===== src/hdl/smcv_pkg.sv =====
// ----------------------------------------------------------------------------
// Stereo matching cost volume package
// Widths, register codes, reset values and the types shared by the blocks.
// ----------------------------------------------------------------------------
package smcv_pkg;

  localparam int MAX_LABELS_DEF = 32;

  localparam int PIX_W      = 8;
  localparam int CH_N       = 3;
  localparam int RGB_W      = PIX_W * CH_N;
  localparam int COST_W     = 18;
  localparam int LABEL_W    = 5;
  localparam int CNT_W      = 6;
  localparam int COL_W      = 6;
  localparam int NL_W       = 6;
  localparam int NC_W       = 2;
  localparam int TRUNC_W    = 10;
  localparam int MAXSUM_W   = 20;
  localparam int CFG_IDX_W  = 3;
  localparam int CFG_DATA_W = 10;
  localparam int PRIME      = 4;

  localparam logic [COL_W-1:0] COL_MAX = 6'd63;

  localparam int PIX_MAX    = 255;
  localparam int PIX_MAX_SQ = 255 * 255;

  localparam int NL_RESET    = 16;
  localparam int NC_RESET    = 3;
  localparam int BT_RESET    = 1;
  localparam int SQ_RESET    = 0;
  localparam int TRUNC_RESET = 255;

  localparam int MAXSUM_RESET = NC_RESET * TRUNC_RESET;
  localparam int WORST_RESET  = NC_RESET * PIX_MAX;
  localparam int BAD_RESET    = (WORST_RESET < MAXSUM_RESET) ? WORST_RESET : MAXSUM_RESET;

  typedef enum logic [CFG_IDX_W-1:0] {
    REG_NUM_LABELS = 3'd0,
    REG_NUM_COLORS = 3'd1,
    REG_USE_BT     = 3'd2,
    REG_USE_SQ     = 3'd3,
    REG_TRUNC      = 3'd4
  } cfg_reg_t;

  typedef enum logic [1:0] {
    ST_IDLE,
    ST_DELAYED,
    ST_END
  } state_t;

  typedef struct packed {
    logic [NL_W-1:0]     labels;
    logic [NC_W-1:0]     colors;
    logic                use_bt;
    logic                use_sq;
    logic [MAXSUM_W-1:0] max_sum;
    logic [COST_W-1:0]   bad;
  } cfg_t;

  typedef struct packed {
    logic               write;
    logic               base;
    logic [CNT_W-1:0]   rd_age;
    logic               emit;
    logic [LABEL_W-1:0] label;
    logic               pixel_last;
    logic               row_last;
    logic               x_zero;
    logic               oob;
    logic               at_edge;
  } cmd_t;

endpackage


===== src/hdl/smcv_cfg.sv =====
// ----------------------------------------------------------------------------
// Configuration registers
// Register file with the derived label count, colour count and cost limits.
// ----------------------------------------------------------------------------
module smcv_cfg #(
  parameter int MAX_LABELS = smcv_pkg::MAX_LABELS_DEF
) (
  input  logic                                clk,
  input  logic                                rst,
  input  logic                                cfg_we,
  input  logic [smcv_pkg::CFG_IDX_W-1:0]      cfg_index,
  input  logic [smcv_pkg::CFG_DATA_W-1:0]     cfg_data,
  output smcv_pkg::cfg_t                      cfg
);

  logic [smcv_pkg::NL_W-1:0]    num_labels;
  logic [smcv_pkg::NC_W-1:0]    num_colors;
  logic                         use_birchfield;
  logic                         use_squared;
  logic [smcv_pkg::TRUNC_W-1:0] trunc_limit;

  logic [smcv_pkg::NL_W-1:0]     labels_eff;
  logic [smcv_pkg::NC_W-1:0]     colors_eff;
  logic [smcv_pkg::MAXSUM_W-1:0] max_sum;
  logic [smcv_pkg::COST_W-1:0]   worst;
  smcv_pkg::cfg_t                cfg_next;

  always_ff @(posedge clk) begin
    if (rst) begin
      num_labels     <= smcv_pkg::NL_W'(smcv_pkg::NL_RESET);
      num_colors     <= smcv_pkg::NC_W'(smcv_pkg::NC_RESET);
      use_birchfield <= 1'(smcv_pkg::BT_RESET);
      use_squared    <= 1'(smcv_pkg::SQ_RESET);
      trunc_limit    <= smcv_pkg::TRUNC_W'(smcv_pkg::TRUNC_RESET);
    end else if (cfg_we) begin
      case (smcv_pkg::cfg_reg_t'(cfg_index))
        smcv_pkg::REG_NUM_LABELS: num_labels     <= cfg_data[smcv_pkg::NL_W-1:0];
        smcv_pkg::REG_NUM_COLORS: num_colors     <= cfg_data[smcv_pkg::NC_W-1:0];
        smcv_pkg::REG_USE_BT:     use_birchfield <= cfg_data[0];
        smcv_pkg::REG_USE_SQ:     use_squared    <= cfg_data[0];
        smcv_pkg::REG_TRUNC:      trunc_limit    <= cfg_data[smcv_pkg::TRUNC_W-1:0];
        default: ;
      endcase
    end
  end

  always_comb begin
    if (num_labels == '0) begin
      labels_eff = smcv_pkg::NL_W'(1);
    end else if (num_labels > smcv_pkg::NL_W'(MAX_LABELS)) begin
      labels_eff = smcv_pkg::NL_W'(MAX_LABELS);
    end else begin
      labels_eff = num_labels;
    end
    colors_eff = (num_colors == '0) ? smcv_pkg::NC_W'(1) : num_colors;
    if (use_squared) begin
      max_sum = smcv_pkg::MAXSUM_W'(trunc_limit) * smcv_pkg::MAXSUM_W'(trunc_limit);
      worst   = smcv_pkg::COST_W'(colors_eff) * smcv_pkg::COST_W'(smcv_pkg::PIX_MAX_SQ);
    end else begin
      max_sum = smcv_pkg::MAXSUM_W'(colors_eff) * smcv_pkg::MAXSUM_W'(trunc_limit);
      worst   = smcv_pkg::COST_W'(colors_eff) * smcv_pkg::COST_W'(smcv_pkg::PIX_MAX);
    end
    cfg_next.labels  = labels_eff;
    cfg_next.colors  = colors_eff;
    cfg_next.use_bt  = use_birchfield;
    cfg_next.use_sq  = use_squared;
    cfg_next.max_sum = max_sum;
    cfg_next.bad     = (smcv_pkg::MAXSUM_W'(worst) < max_sum) ? worst
                                                              : max_sum[smcv_pkg::COST_W-1:0];
  end

  always_ff @(posedge clk) begin
    if (rst) begin
      cfg.labels  <= smcv_pkg::NL_W'(smcv_pkg::NL_RESET);
      cfg.colors  <= smcv_pkg::NC_W'(smcv_pkg::NC_RESET);
      cfg.use_bt  <= 1'(smcv_pkg::BT_RESET);
      cfg.use_sq  <= 1'(smcv_pkg::SQ_RESET);
      cfg.max_sum <= smcv_pkg::MAXSUM_W'(smcv_pkg::MAXSUM_RESET);
      cfg.bad     <= smcv_pkg::COST_W'(smcv_pkg::BAD_RESET);
    end else begin
      cfg <= cfg_next;
    end
  end

endmodule


===== src/hdl/smcv_ctrl.sv =====
// ----------------------------------------------------------------------------
// Cost volume controller
// Accepts requests, tracks the row column and sequences each pixel's labels.
// ----------------------------------------------------------------------------
module smcv_ctrl (
  input  logic           clk,
  input  logic           rst,
  input  logic           in_valid,
  input  logic           line_end,
  output logic           in_stall,
  input  logic           advance,
  input  smcv_pkg::cfg_t cfg,
  output smcv_pkg::cmd_t cmd
);

  smcv_pkg::state_t state, state_next;

  logic [smcv_pkg::CNT_W-1:0] k, k_next;
  logic [smcv_pkg::COL_W-1:0] x, x_next;
  logic [smcv_pkg::COL_W-1:0] col, col_next;
  logic                       end_pend, end_pend_next;

  logic                       accept;
  logic                       job_done;
  logic [smcv_pkg::CNT_W-1:0] last_k;
  logic [smcv_pkg::CNT_W-1:0] d;

  assign accept   = in_valid && !in_stall;
  assign last_k   = smcv_pkg::CNT_W'(cfg.labels) + smcv_pkg::CNT_W'(smcv_pkg::PRIME - 1);
  assign job_done = (state != smcv_pkg::ST_IDLE) && advance && (k == last_k);
  assign d        = k - smcv_pkg::CNT_W'(smcv_pkg::PRIME);

  always_ff @(posedge clk) begin
    if (rst) begin
      state    <= smcv_pkg::ST_IDLE;
      k        <= '0;
      x        <= '0;
      col      <= '0;
      end_pend <= 1'b0;
    end else begin
      state    <= state_next;
      k        <= k_next;
      x        <= x_next;
      col      <= col_next;
      end_pend <= end_pend_next;
    end
  end

  always_comb begin
    state_next = state;
    case (state)
      smcv_pkg::ST_IDLE: begin
        if (accept) begin
          if (col != '0) begin
            state_next = smcv_pkg::ST_DELAYED;
          end else if (line_end) begin
            state_next = smcv_pkg::ST_END;
          end
        end
      end
      smcv_pkg::ST_DELAYED: begin
        if (job_done) begin
          state_next = end_pend ? smcv_pkg::ST_END : smcv_pkg::ST_IDLE;
        end
      end
      smcv_pkg::ST_END: begin
        if (job_done) begin
          state_next = smcv_pkg::ST_IDLE;
        end
      end
      default: state_next = smcv_pkg::ST_IDLE;
    endcase
  end

  always_comb begin
    k_next        = k;
    x_next        = x;
    col_next      = col;
    end_pend_next = end_pend;
    if (accept) begin
      k_next        = '0;
      x_next        = (col != '0) ? col - smcv_pkg::COL_W'(1) : col;
      end_pend_next = line_end;
      if (line_end) begin
        col_next = '0;
      end else if (col != smcv_pkg::COL_MAX) begin
        col_next = col + smcv_pkg::COL_W'(1);
      end
    end else if ((state != smcv_pkg::ST_IDLE) && advance) begin
      if (k == last_k) begin
        k_next = '0;
        x_next = x + smcv_pkg::COL_W'(1);
      end else begin
        k_next = k + smcv_pkg::CNT_W'(1);
      end
    end
  end

  always_comb begin
    in_stall       = (state != smcv_pkg::ST_IDLE);
    cmd.write      = in_valid && (state == smcv_pkg::ST_IDLE);
    cmd.base       = (state == smcv_pkg::ST_DELAYED);
    cmd.rd_age     = (k == '0) ? '0
                   : k - smcv_pkg::CNT_W'(1) + smcv_pkg::CNT_W'(cmd.base);
    cmd.emit       = (state != smcv_pkg::ST_IDLE) &&
                     (k >= smcv_pkg::CNT_W'(smcv_pkg::PRIME));
    cmd.label      = d[smcv_pkg::LABEL_W-1:0];
    cmd.pixel_last = (d == (smcv_pkg::CNT_W'(cfg.labels) - smcv_pkg::CNT_W'(1)));
    cmd.row_last   = cmd.pixel_last && (state == smcv_pkg::ST_END);
    cmd.x_zero     = (x == '0);
    cmd.oob        = (smcv_pkg::COL_W'(d) > x);
    cmd.at_edge    = (smcv_pkg::COL_W'(d) == x);
  end

`ifndef SYNTHESIS
  a_hold_label: assert property (@(posedge clk) disable iff (rst)
    (state != smcv_pkg::ST_IDLE && !advance) |=> $stable(k))
    else $error("label counter moved while output stalled");

  a_row_restart: assert property (@(posedge clk) disable iff (rst)
    (accept && line_end) |=> (col == '0))
    else $error("column count not cleared at row end");

  a_col_step: assert property (@(posedge clk) disable iff (rst)
    (accept && !line_end && col != smcv_pkg::COL_MAX) |=> (col == $past(col) + 1'b1))
    else $error("column count did not advance");

  a_end_to_idle: assert property (@(posedge clk) disable iff (rst)
    (state == smcv_pkg::ST_END && advance && k == last_k) |=> (state == smcv_pkg::ST_IDLE))
    else $error("row end pixel did not return to idle");
`endif

endmodule


===== src/hdl/smcv_dp.sv =====
// ----------------------------------------------------------------------------
// Cost volume datapath
// Right pixel window memory, left history, dissimilarity and cost stages.
// ----------------------------------------------------------------------------
module smcv_dp #(
  parameter int MAX_LABELS = smcv_pkg::MAX_LABELS_DEF
) (
  input  logic                              clk,
  input  logic                              rst,
  input  smcv_pkg::cmd_t                    cmd,
  input  smcv_pkg::cfg_t                    cfg,
  input  logic [smcv_pkg::PIX_W-1:0]        left_ch0,
  input  logic [smcv_pkg::PIX_W-1:0]        left_ch1,
  input  logic [smcv_pkg::PIX_W-1:0]        left_ch2,
  input  logic [smcv_pkg::PIX_W-1:0]        right_ch0,
  input  logic [smcv_pkg::PIX_W-1:0]        right_ch1,
  input  logic [smcv_pkg::PIX_W-1:0]        right_ch2,
  output logic                              advance,
  output logic                              out_valid,
  input  logic                              out_stall,
  output logic [smcv_pkg::COST_W-1:0]       cost,
  output logic [smcv_pkg::LABEL_W-1:0]      disparity,
  output logic                              pixel_last,
  output logic                              row_last
);

  localparam int AW    = $clog2(MAX_LABELS + 2);
  localparam int DEPTH = 2 ** AW;

  localparam int PW = smcv_pkg::PIX_W;
  localparam int RW = smcv_pkg::RGB_W;

  logic [RW-1:0] mem [DEPTH];
  logic [AW-1:0] wp;
  logic [AW-1:0] wr_addr;
  logic [AW-1:0] rd_addr;
  logic [RW-1:0] rd_data;

  logic [RW-1:0] rw_m, rw_c, rw_p;
  logic [RW-1:0] lh0, lh1, lh2;
  logic [RW-1:0] lc, ll, lr, rl;

  logic [PW-1:0]                 diff_c [smcv_pkg::CH_N];
  logic                          b_valid;
  logic [PW-1:0]                 b_diff [smcv_pkg::CH_N];
  logic                          b_oob;
  logic [smcv_pkg::LABEL_W-1:0]  b_label;
  logic                          b_plast;
  logic                          b_rlast;

  logic [smcv_pkg::COST_W-1:0]   sum;
  logic [smcv_pkg::COST_W-1:0]   cost_next;

  function automatic logic [PW-1:0] pix_diff(input logic       bt,
                                             input logic [PW-1:0] c1,
                                             input logic [PW-1:0] n1l,
                                             input logic [PW-1:0] n1r,
                                             input logic [PW-1:0] c2,
                                             input logic [PW-1:0] n2l,
                                             input logic [PW-1:0] n2r);
    logic [PW:0]   s1l, s1r, s2l, s2r;
    logic [PW-1:0] h1l, h1r, h2l, h2r;
    logic [PW-1:0] mn1, mx1, mn2, mx2, d1, d2;
    s1l = {1'b0, c1} + {1'b0, n1l};
    s1r = {1'b0, c1} + {1'b0, n1r};
    s2l = {1'b0, c2} + {1'b0, n2l};
    s2r = {1'b0, c2} + {1'b0, n2r};
    h1l = s1l[PW:1];
    h1r = s1r[PW:1];
    h2l = s2l[PW:1];
    h2r = s2r[PW:1];
    mn1 = (h1l < h1r) ? h1l : h1r;
    mn1 = (c1 < mn1) ? c1 : mn1;
    mx1 = (h1l > h1r) ? h1l : h1r;
    mx1 = (c1 > mx1) ? c1 : mx1;
    mn2 = (h2l < h2r) ? h2l : h2r;
    mn2 = (c2 < mn2) ? c2 : mn2;
    mx2 = (h2l > h2r) ? h2l : h2r;
    mx2 = (c2 > mx2) ? c2 : mx2;
    d1  = (c1 > mx2) ? c1 - mx2 : ((mn2 > c1) ? mn2 - c1 : '0);
    d2  = (c2 > mx1) ? c2 - mx1 : ((mn1 > c2) ? mn1 - c2 : '0);
    if (bt) begin
      return (d1 < d2) ? d1 : d2;
    end
    return (c1 > c2) ? c1 - c2 : c2 - c1;
  endfunction

  assign advance = !out_valid || !out_stall;
  assign wr_addr = wp + AW'(1);
  assign rd_addr = wp - AW'(cmd.rd_age);

  always_ff @(posedge clk) begin
    if (rst) begin
      wp <= '0;
    end else if (cmd.write) begin
      wp <= wr_addr;
    end
  end

  always_ff @(posedge clk) begin
    if (cmd.write) begin
      mem[wr_addr] <= {right_ch2, right_ch1, right_ch0};
    end
    if (advance) begin
      rd_data <= mem[rd_addr];
    end
  end

  always_ff @(posedge clk) begin
    if (advance) begin
      rw_m <= rw_c;
      rw_c <= rw_p;
      rw_p <= rd_data;
    end
    if (cmd.write) begin
      lh0 <= {left_ch2, left_ch1, left_ch0};
      lh1 <= lh0;
      lh2 <= lh1;
    end
  end

  always_comb begin
    lc = cmd.base ? lh1 : lh0;
    ll = cmd.x_zero ? lc : (cmd.base ? lh2 : lh1);
    lr = lh0;
    rl = cmd.at_edge ? rw_c : rw_p;
    for (int i = 0; i < smcv_pkg::CH_N; i++) begin
      diff_c[i] = pix_diff(cfg.use_bt,
                           lc[i*PW +: PW], ll[i*PW +: PW], lr[i*PW +: PW],
                           rw_c[i*PW +: PW], rl[i*PW +: PW], rw_m[i*PW +: PW]);
    end
  end

  always_ff @(posedge clk) begin
    if (rst) begin
      b_valid <= 1'b0;
    end else if (advance) begin
      b_valid <= cmd.emit;
    end
  end

  always_ff @(posedge clk) begin
    if (advance) begin
      b_diff  <= diff_c;
      b_oob   <= cmd.oob;
      b_label <= cmd.label;
      b_plast <= cmd.pixel_last;
      b_rlast <= cmd.row_last;
    end
  end

  always_comb begin
    sum = '0;
    for (int i = 0; i < smcv_pkg::CH_N; i++) begin
      if (smcv_pkg::NC_W'(i) < cfg.colors) begin
        if (cfg.use_sq) begin
          sum = sum + smcv_pkg::COST_W'(b_diff[i]) * smcv_pkg::COST_W'(b_diff[i]);
        end else begin
          sum = sum + smcv_pkg::COST_W'(b_diff[i]);
        end
      end
    end
    if (b_oob) begin
      cost_next = cfg.bad;
    end else if (smcv_pkg::MAXSUM_W'(sum) < cfg.max_sum) begin
      cost_next = sum;
    end else begin
      cost_next = cfg.max_sum[smcv_pkg::COST_W-1:0];
    end
  end

  always_ff @(posedge clk) begin
    if (rst) begin
      out_valid <= 1'b0;
    end else if (advance) begin
      out_valid <= b_valid;
    end
  end

  always_ff @(posedge clk) begin
    if (advance && b_valid) begin
      cost       <= cost_next;
      disparity  <= b_label;
      pixel_last <= b_plast;
      row_last   <= b_rlast;
    end
  end

endmodule


===== src/hdl/stereo_matching_cost_volume_core.sv =====
// ----------------------------------------------------------------------------
// Stereo matching cost volume core
// Per-pixel, per-disparity absolute or Birchfield-Tomasi matching costs, optionally squared.
// ----------------------------------------------------------------------------
// Each accepted request is written into the right window memory and left
// history; while the output does not stall, the costs of a pixel then follow
// as one label per cycle once the right window read pipeline is primed. A
// request that ends a row with a pixel pending yields the costs of both, and
// no new request is taken until its labels are done. The first pixel of a row
// yields nothing until its right neighbour arrives, unless it ends the row. The
// rate is set by the single read port of the right window memory, walked one disparity a cycle.
module stereo_matching_cost_volume_core #(
  parameter int MAX_LABELS = smcv_pkg::MAX_LABELS_DEF
) (
  input  logic                              clk,
  input  logic                              rst,
  input  logic                              cfg_we,
  input  logic [smcv_pkg::CFG_IDX_W-1:0]    cfg_index,
  input  logic [smcv_pkg::CFG_DATA_W-1:0]   cfg_data,
  input  logic                              in_valid,
  output logic                              in_stall,
  input  logic [smcv_pkg::PIX_W-1:0]        left_ch0,
  input  logic [smcv_pkg::PIX_W-1:0]        left_ch1,
  input  logic [smcv_pkg::PIX_W-1:0]        left_ch2,
  input  logic [smcv_pkg::PIX_W-1:0]        right_ch0,
  input  logic [smcv_pkg::PIX_W-1:0]        right_ch1,
  input  logic [smcv_pkg::PIX_W-1:0]        right_ch2,
  input  logic                              line_end,
  output logic                              out_valid,
  input  logic                              out_stall,
  output logic [smcv_pkg::COST_W-1:0]       cost,
  output logic [smcv_pkg::LABEL_W-1:0]      disparity,
  output logic                              pixel_last,
  output logic                              row_last
);

  smcv_pkg::cfg_t cfg;
  smcv_pkg::cmd_t cmd;
  logic           advance;

  smcv_cfg #(
    .MAX_LABELS (MAX_LABELS)
  ) u_cfg (
    .clk       (clk),
    .rst       (rst),
    .cfg_we    (cfg_we),
    .cfg_index (cfg_index),
    .cfg_data  (cfg_data),
    .cfg       (cfg)
  );

  smcv_ctrl u_ctrl (
    .clk      (clk),
    .rst      (rst),
    .in_valid (in_valid),
    .line_end (line_end),
    .in_stall (in_stall),
    .advance  (advance),
    .cfg      (cfg),
    .cmd      (cmd)
  );

  smcv_dp #(
    .MAX_LABELS (MAX_LABELS)
  ) u_dp (
    .clk        (clk),
    .rst        (rst),
    .cmd        (cmd),
    .cfg        (cfg),
    .left_ch0   (left_ch0),
    .left_ch1   (left_ch1),
    .left_ch2   (left_ch2),
    .right_ch0  (right_ch0),
    .right_ch1  (right_ch1),
    .right_ch2  (right_ch2),
    .advance    (advance),
    .out_valid  (out_valid),
    .out_stall  (out_stall),
    .cost       (cost),
    .disparity  (disparity),
    .pixel_last (pixel_last),
    .row_last   (row_last)
  );

endmodule


===== config.mk =====
export PLATFORM = sky130hd
export DESIGN_NAME = stereo_matching_cost_volume_core
export DESIGN_NICKNAME = d
export VERILOG_FILES = /design/src/hdl/smcv_pkg.sv /design/src/hdl/smcv_cfg.sv /design/src/hdl/smcv_ctrl.sv /design/src/hdl/smcv_dp.sv /design/src/hdl/stereo_matching_cost_volume_core.sv
export SDC_FILE = /design/constraint.sdc
export NUM_CORES = 2
export LEC_CHECK = 0
export ABC_AREA = 1
export BUFFER_PORTS_ARGS = -buffer_cell sky130_fd_sc_hd__buf_2
export CORE_ASPECT_RATIO = 1.2
export CORE_MARGIN = 4
export CORE_UTILIZATION = 69
export DETAILED_ROUTE_END_ITERATION = 8
export PLACE_DENSITY = 0.86
export SLEW_MARGIN = 20
export SYNTH_ARGS = -nofsm -noshare
export SYNTH_HDL_FRONTEND = slang
export SYNTH_SLANG_ARGS = --single-unit

===== constraint.sdc =====
create_clock -name clk -period 23 [get_ports clk]
set_clock_uncertainty 0.1 [all_clocks]
set_input_delay 2.3 -clock clk [delete_from_list [all_inputs] [get_ports clk]]
set_output_delay 2.3 -clock clk [all_outputs]
set_load 0.05 [all_outputs]

; After elaboration in Yosys (flattened, before gate mapping)
; Memory sizes are Yosys's and may differ from the RTL's. A register that Yosys moved wholly into a read port is not among the register bits.
; Index checks and enable logic that the tools add are counted.
[totals]
ram_bits = 1536
inputBits = 67
mem_count = 1
output_inout_bits = 27
regBits = 298
[classes]
mux = 84
n_lt_le_gt_ge = 50
add_sub_neg = 45
n_reduce_logical = 33
multipliers = 7
n_eq_ne = 14
[mem_list]
columns = memory, words, width, rd, rd_clocked_by_memory_dff, wr, line
row1 = u_dp.mem, 64, 24, 1, 1, 1, smcv_dp.sv:33  ; logic [RW-1:0] mem [DEPTH];
[ops]
columns = operator, count
row1 = $mux 8, 48
row2 = $gt 8x8->1, 27
row3 = $mux 18, 9
row4 = $sub 8x8->8, 18
row5 = $lt 8x8->1, 15
row6 = $add 8x8->9, 12
row7 = $mux 24, 4
row8 = $mux 6, 9
row9 = $mul 8x8->16, 3
row10 = $lt 18x20->1, 2
row11 = $add 18x16->18, 2
row12 = $add 18x8->18, 2
row13 = $add 6x1->6 const B, 4
row14 = $mul 10x10->20, 1
row15 = $mux 20, 1
row16 = $eq 6x6->1, 3
row17 = $logic_not 6->1, 3
row18 = $mul 2x16->18 const B, 1
row19 = $sub 6x1->6 const B, 3
row20 = $mux 16, 1
row21 = $mux 2, 7
row22 = $reduce_and 2->1, 7
row23 = $mul 2x10->12, 1
row24 = $mul 2x8->10 const B, 1
row25 = other kinds (31), 49

; Longest topological paths before layout
[logic_depth]
depth_word = 15
depth_mapped = 67

; Modules after synthesis
; Synthesis repeated with hierarchy kept, for this count alone.
[hier_totals]
hier_cells = 9957
area_unflattened_um2 = 101109.5
[modules_own_cells]
columns = module, area_each_um2, cells_per_inst, seq_area_each_um2, n_inst
row1 = smcv_dp, 92897.8, 8784, 53040.9, 1
row2 = smcv_cfg, 6200.9, 857, 1361.3, 1
row3 = smcv_ctrl, 2010.7, 316, 420.4, 1

; Least setup slack after synthesis
; OpenSTA, ideal clock, no wires.
[synth_path]
path_kind = reg-to-reg
start = register u_dp.b_diff[18] (netlist name)
end = register u_dp.cost[12] (netlist name) (data pin)
setup_ps = 252
synth_period_minus_slack_ps = 11239
path_stages_with_launch = 60
path_slack_ps = 11761
t_arrival_ps = 10887
t_required_ps = 22648
cell_sequence = edfxtp_1 -> clkbuf_1 -> nand2_1 -> inv_1 -> ha_1 -> xor2_1 -> ha_1 -> inv_1 -> fa_1 -> fa_1 -> inv_1 -> ha_1 -> o21ai_0 -> nand2_1 -> a32oi_1 -> fa_1 -> fa_1 -> inv_1 -> [24 not listed] -> nand2_1 -> nand2_1 -> nand2_1 -> or2_2 -> nand3_1 -> nand2_1 -> nand2_1 -> inv_1 -> ha_1 -> nand2_1 -> nor3_1 -> and3_1 -> nand2_1 -> nand2_1 -> clkbuf_1 -> a21oi_1 -> nand2_1 -> nand2_1
[synth_between]
elab_chain_len = 12
[synth_lines]
columns = element, line
row1 = from (decl), smcv_dp.sv:45  ; logic [PW-1:0] b_diff [smcv_pkg::CH_N];
row2 = from (signal assigned), smcv_dp.sv:144  ; b_diff <= diff_c;
row3 = $mul 8x8->16, smcv_dp.sv:157  ; sum = sum + smcv_pkg::COST_W'(b_diff[i]) * smcv_pkg::COST_W'(b_diff[i]);
row4 = $mux 16 *, smcv_dp.sv:156  ; if (cfg.use_sq) begin
row5 = $mux 18 *, smcv_dp.sv:155  ; if (smcv_pkg::NC_W'(i) < cfg.colors) begin
row6 = $add 18x8->18 or $add 18x16->18 (tied branches), "smcv_dp.sv:159, smcv_dp.sv:157"
row7 = $mux 18, smcv_dp.sv:156
row8 = $mux 18 *, smcv_dp.sv:155
row9 = $add 18x8->18 or $add 18x16->18 (tied branches), "smcv_dp.sv:159, smcv_dp.sv:157"
row10 = $mux 18, smcv_dp.sv:156
row11 = $mux 18 *, smcv_dp.sv:155
row12 = $lt 18x20->1, smcv_dp.sv:165  ; end else if (smcv_pkg::MAXSUM_W'(sum) < cfg.max_sum) begin
row13 = $mux 18 *, smcv_dp.sv:165
row14 = $mux 18 *, smcv_dp.sv:163  ; if (b_oob) begin
row15 = via u_dp.cost_next (one bit), smcv_dp.sv:52  ; logic [smcv_pkg::COST_W-1:0] cost_next;
row16 = to (signal assigned), smcv_dp.sv:182  ; cost <= cost_next;
row17 = to (decl), smcv_dp.sv:21  ; output logic [smcv_pkg::COST_W-1:0] cost,
; The timed path passes the listed nets; every way through them passes the cells marked *.
; A chain may end at the register's enable or synchronous reset.

; Worst setup path in the final report
[layout_path]
start = register u_dp.b_diff[18] (netlist name)
end = register u_dp.cost[8] (netlist name) (data pin)
; Same word-level chain as after synthesis.

==> metrics <==
clk_lat worst skew=0.84 ns; Avg Inst Size Synth=10.7 um^2; Total GRT Usage=37.6%; DIE WIDTH=358 um; Num CTS Buffers=174; largest net degree at the start of global routing=215; Starting Density=69.6%; fin cells=11600; full die area=153000 um^2; CTS Hold Buffers Added=0; nets=10400; Die Height=427 um; Worst-path clk slew=0.06 ns; row count=153; initial antenna violation count=4; Most used DFF post-synth=edfxtp_1; status=finished clean; crit-path max cell delay=0.58 ns; DRT Pass-1 Iters=9; Tmin final=13.13 ns; worst min-delay path class=reg2reg; CP Launch Type=register; CP arrival=13.62 ns; Final Hold Fails=0; Final Cycle Share=57.1%; pins over their slew limit=0; post-synth top area cell=edfxtp_1; Max Cap Viol=0; clock buffer depth=3; post-cts sizing count=0; Setup violations, final=0; CP top delay family=adder cells; H-tree levels=4; routed wire length=289000 um; most common cell after layout, fill and taps aside=edfxtp_1; CP Class=reg2reg; Syn Inst Count=9490; WP buf/inv=12; vias in the first global route=75700; Post-CTS Setup Bufs=0; cell mode on critical path=nand2_1; first-pass GRT wire length=436000 um; crit end category=register; Core ar.=145000 um^2; most frequent cells in the layout=edfxtp_1 (1761), nand2_1 (1483), inv_1 (986); sequential area share after synthesis=54.2%; dpl cells=11300; required time of the critical path=23.49 ns; GP Congestion=0.965; syn_nets=10400; layout cells sized above 1=7.06%; Slew HR=20.3%; final setup TNS=0 ns; port bufs=93; warnings from Yosys=0; Cell variety after synth=68; Crit-path slowest cell=inv_1; TritonCTS clock tree=built; HPWL Detailed=180000 um; synth-to-layout area growth=8.23%; top post-synthesis cells by area=edfxtp_1 (52%), ha_1 (7.7%), nand2_1 (5.5%), o21ai_0 (3.9%), mux2i_1 (3.8%); Vias/cell=6.55; asr flop ratio synth=0%; register bit total from synthesis=1858; first-iteration detailed-routing DRC count=10000; drt wl/cell=24.9 um; Final ANT Viol Nets=0; DP Worst Slack=9.89 ns; Worst-Margin Slew=1.20 ns; num ports=94; RSZ-0062 raised after global routing=no; number of synthesized flops with an enable pin=1761; Worst Slack Setup Final=9.87 ns; Remaining DRCs=0; vias=75900; GR Overflow Total=0; TritonCTS Sinks=1858; Peak Freq=76.1 MHz; root buf cell=clkbuf_16; Worst Path Max Fanout=26; Yosys top cell area share=52.3%; Cell Area, Synth=101000 um^2
-- Yosys cell counts, types with 4 or more instances --
| library cell | count |
|---|---|
| o21ai_1 | 34 |
| or2_2 | 49 |
| dfxtp_1 | 97 |
| o21ai_0 | 780 |
| o211ai_1 | 57 |
| nand2_2 | 9 |
| nand4_1 | 58 |
| nand2_4 | 7 |
| o31a_1 | 25 |
| a22oi_1 | 10 |
| or2_1 | 4 |
| mux2i_1 | 387 |
| buf_1 | 28 |
| inv_1 | 988 |
| clkinv_1 | 7 |
| nand2_1 | 1485 |
| o22ai_1 | 14 |
| and2_1 | 8 |
| a31oi_1 | 24 |
| a21oi_1 | 456 |
| o21a_1 | 22 |
| o21ai_2 | 7 |
| a211oi_1 | 16 |
| buf_2 | 78 |
| nor2_1 | 752 |
| nor3_1 | 31 |
| clkbuf_1 | 288 |
| a21o_1 | 23 |
| nand3_1 | 489 |
| a21oi_2 | 6 |
| nand3b_1 | 8 |
| fa_1 | 184 |
| o21bai_1 | 24 |
| nor4_1 | 4 |
| inv_2 | 7 |
| buf_4 | 7 |
| edfxtp_1 | 1761 |
| ha_1 | 623 |
| o221ai_1 | 388 |
| xor2_1 | 128 |
| xnor2_1 | 70 |
-- final timing paths --
| path | slack [ns] | from | depth (start not counted) | endpoint |
|---|---|---|---|---|
| worst max-delay path | 9.87 | u_dp.b_diff[18]$_DFFE_PN_ | 60 | u_dp.cost[8]$_DFFE_PP_ |
| worst min-delay path | 0.32 | u_dp.b_label[2]$_DFFE_PN_ | 0 | u_dp.disparity[2]$_DFFE_PP_ |
| worst min register to register | 0.32 | u_dp.b_label[2]$_DFFE_PN_ | 0 | u_dp.disparity[2]$_DFFE_PP_ |
| worst max register to register | 9.87 | u_dp.b_diff[18]$_DFFE_PN_ | 60 | u_dp.cost[8]$_DFFE_PP_ |
-- flip-flops by register name (all words and copies together), names as in the netlist, 2 cells and up --
signal / cells
u_cfg.cfg: 48
u_cfg.num_colors: 2
u_cfg.num_labels: 6
u_cfg.trunc_limit: 10
u_ctrl.col: 6
u_ctrl.k: 6
u_ctrl.state: 2
u_ctrl.x: 6
u_dp.b_diff: 24
u_dp.b_label: 5
u_dp.cost: 18
u_dp.disparity: 5
u_dp.lh0: 24
u_dp.lh1: 24
u_dp.lh2: 24
u_dp.mem: 1536
u_dp.rd_data: 24
u_dp.rw_c: 24
u_dp.rw_m: 24
u_dp.rw_p: 24
u_dp.wp: 6
-- layer usage --
metal,vias up,GRT usage (%),wire length (um),share of wire [%]
li1,33700,-,-,-
met1,36200,44.3,99400,34
met2,4905,63.6,140000,49
met3,1083,6.25,26800,9.3
met4,2,24.9,22200,7.7
met5,-,0,12,0.0042
-- worst register-to-register path, delay by kind of cell (launching register included) --
family,cells,cell delay [ns]
fa+ha+maj,16,6.56
simple gates,24,2.64
compound gates,7,1.58
buf+inv,12,1.26
flops,1,0.57
xor+xnor,1,0.17
-- per-stage QoR --
| step | hold WS, ns | util (%) | area (um^2) |
|---|---|---|---|
| after floorplan | 0.300 | - | 101000 |
| after global placement | 0.301 | 71.5 | 104000 |
| after detailed placement | 0.305 | 71.5 | 104000 |
| after CTS | 0.318 | 75.3 | 109000 |
| after global routing | 0.331 | 75.3 | 109000 |
| final | 0.322 | 75.3 | 109000 |
-- final cells by class --
cell class | count | area, um^2
Sequential cell | 1858 | 54800
Multi-Input combinational cell | 6225 | 41200
Fill cell | 9013 | 35800
Clock buffer | 200 | 4500
Inverter | 1002 | 3780
Tap cell | 1937 | 2420
Timing Repair Buffer | 247 | 1670
Clock inverter | 114 | 1110
Antenna cell | 3 | 7.51
-- logic make-up after synthesis --
kind of cell	after synthesis	synth area share (%)
AO/OA/AOI/OAI	1912	11.6
XOR/XNOR	198	1.71
adder cells (fa/ha/maj)	807	11.3
buffers and inverters	1407	5.37
flip-flops	1858	54.2
multiplexers	387	3.83
AND/OR/NAND/NOR	2921	12.0
Power is left out: the tool's default activity adds up to more than one toggle a clock period on the data nets, which glitch-free logic cannot reach.
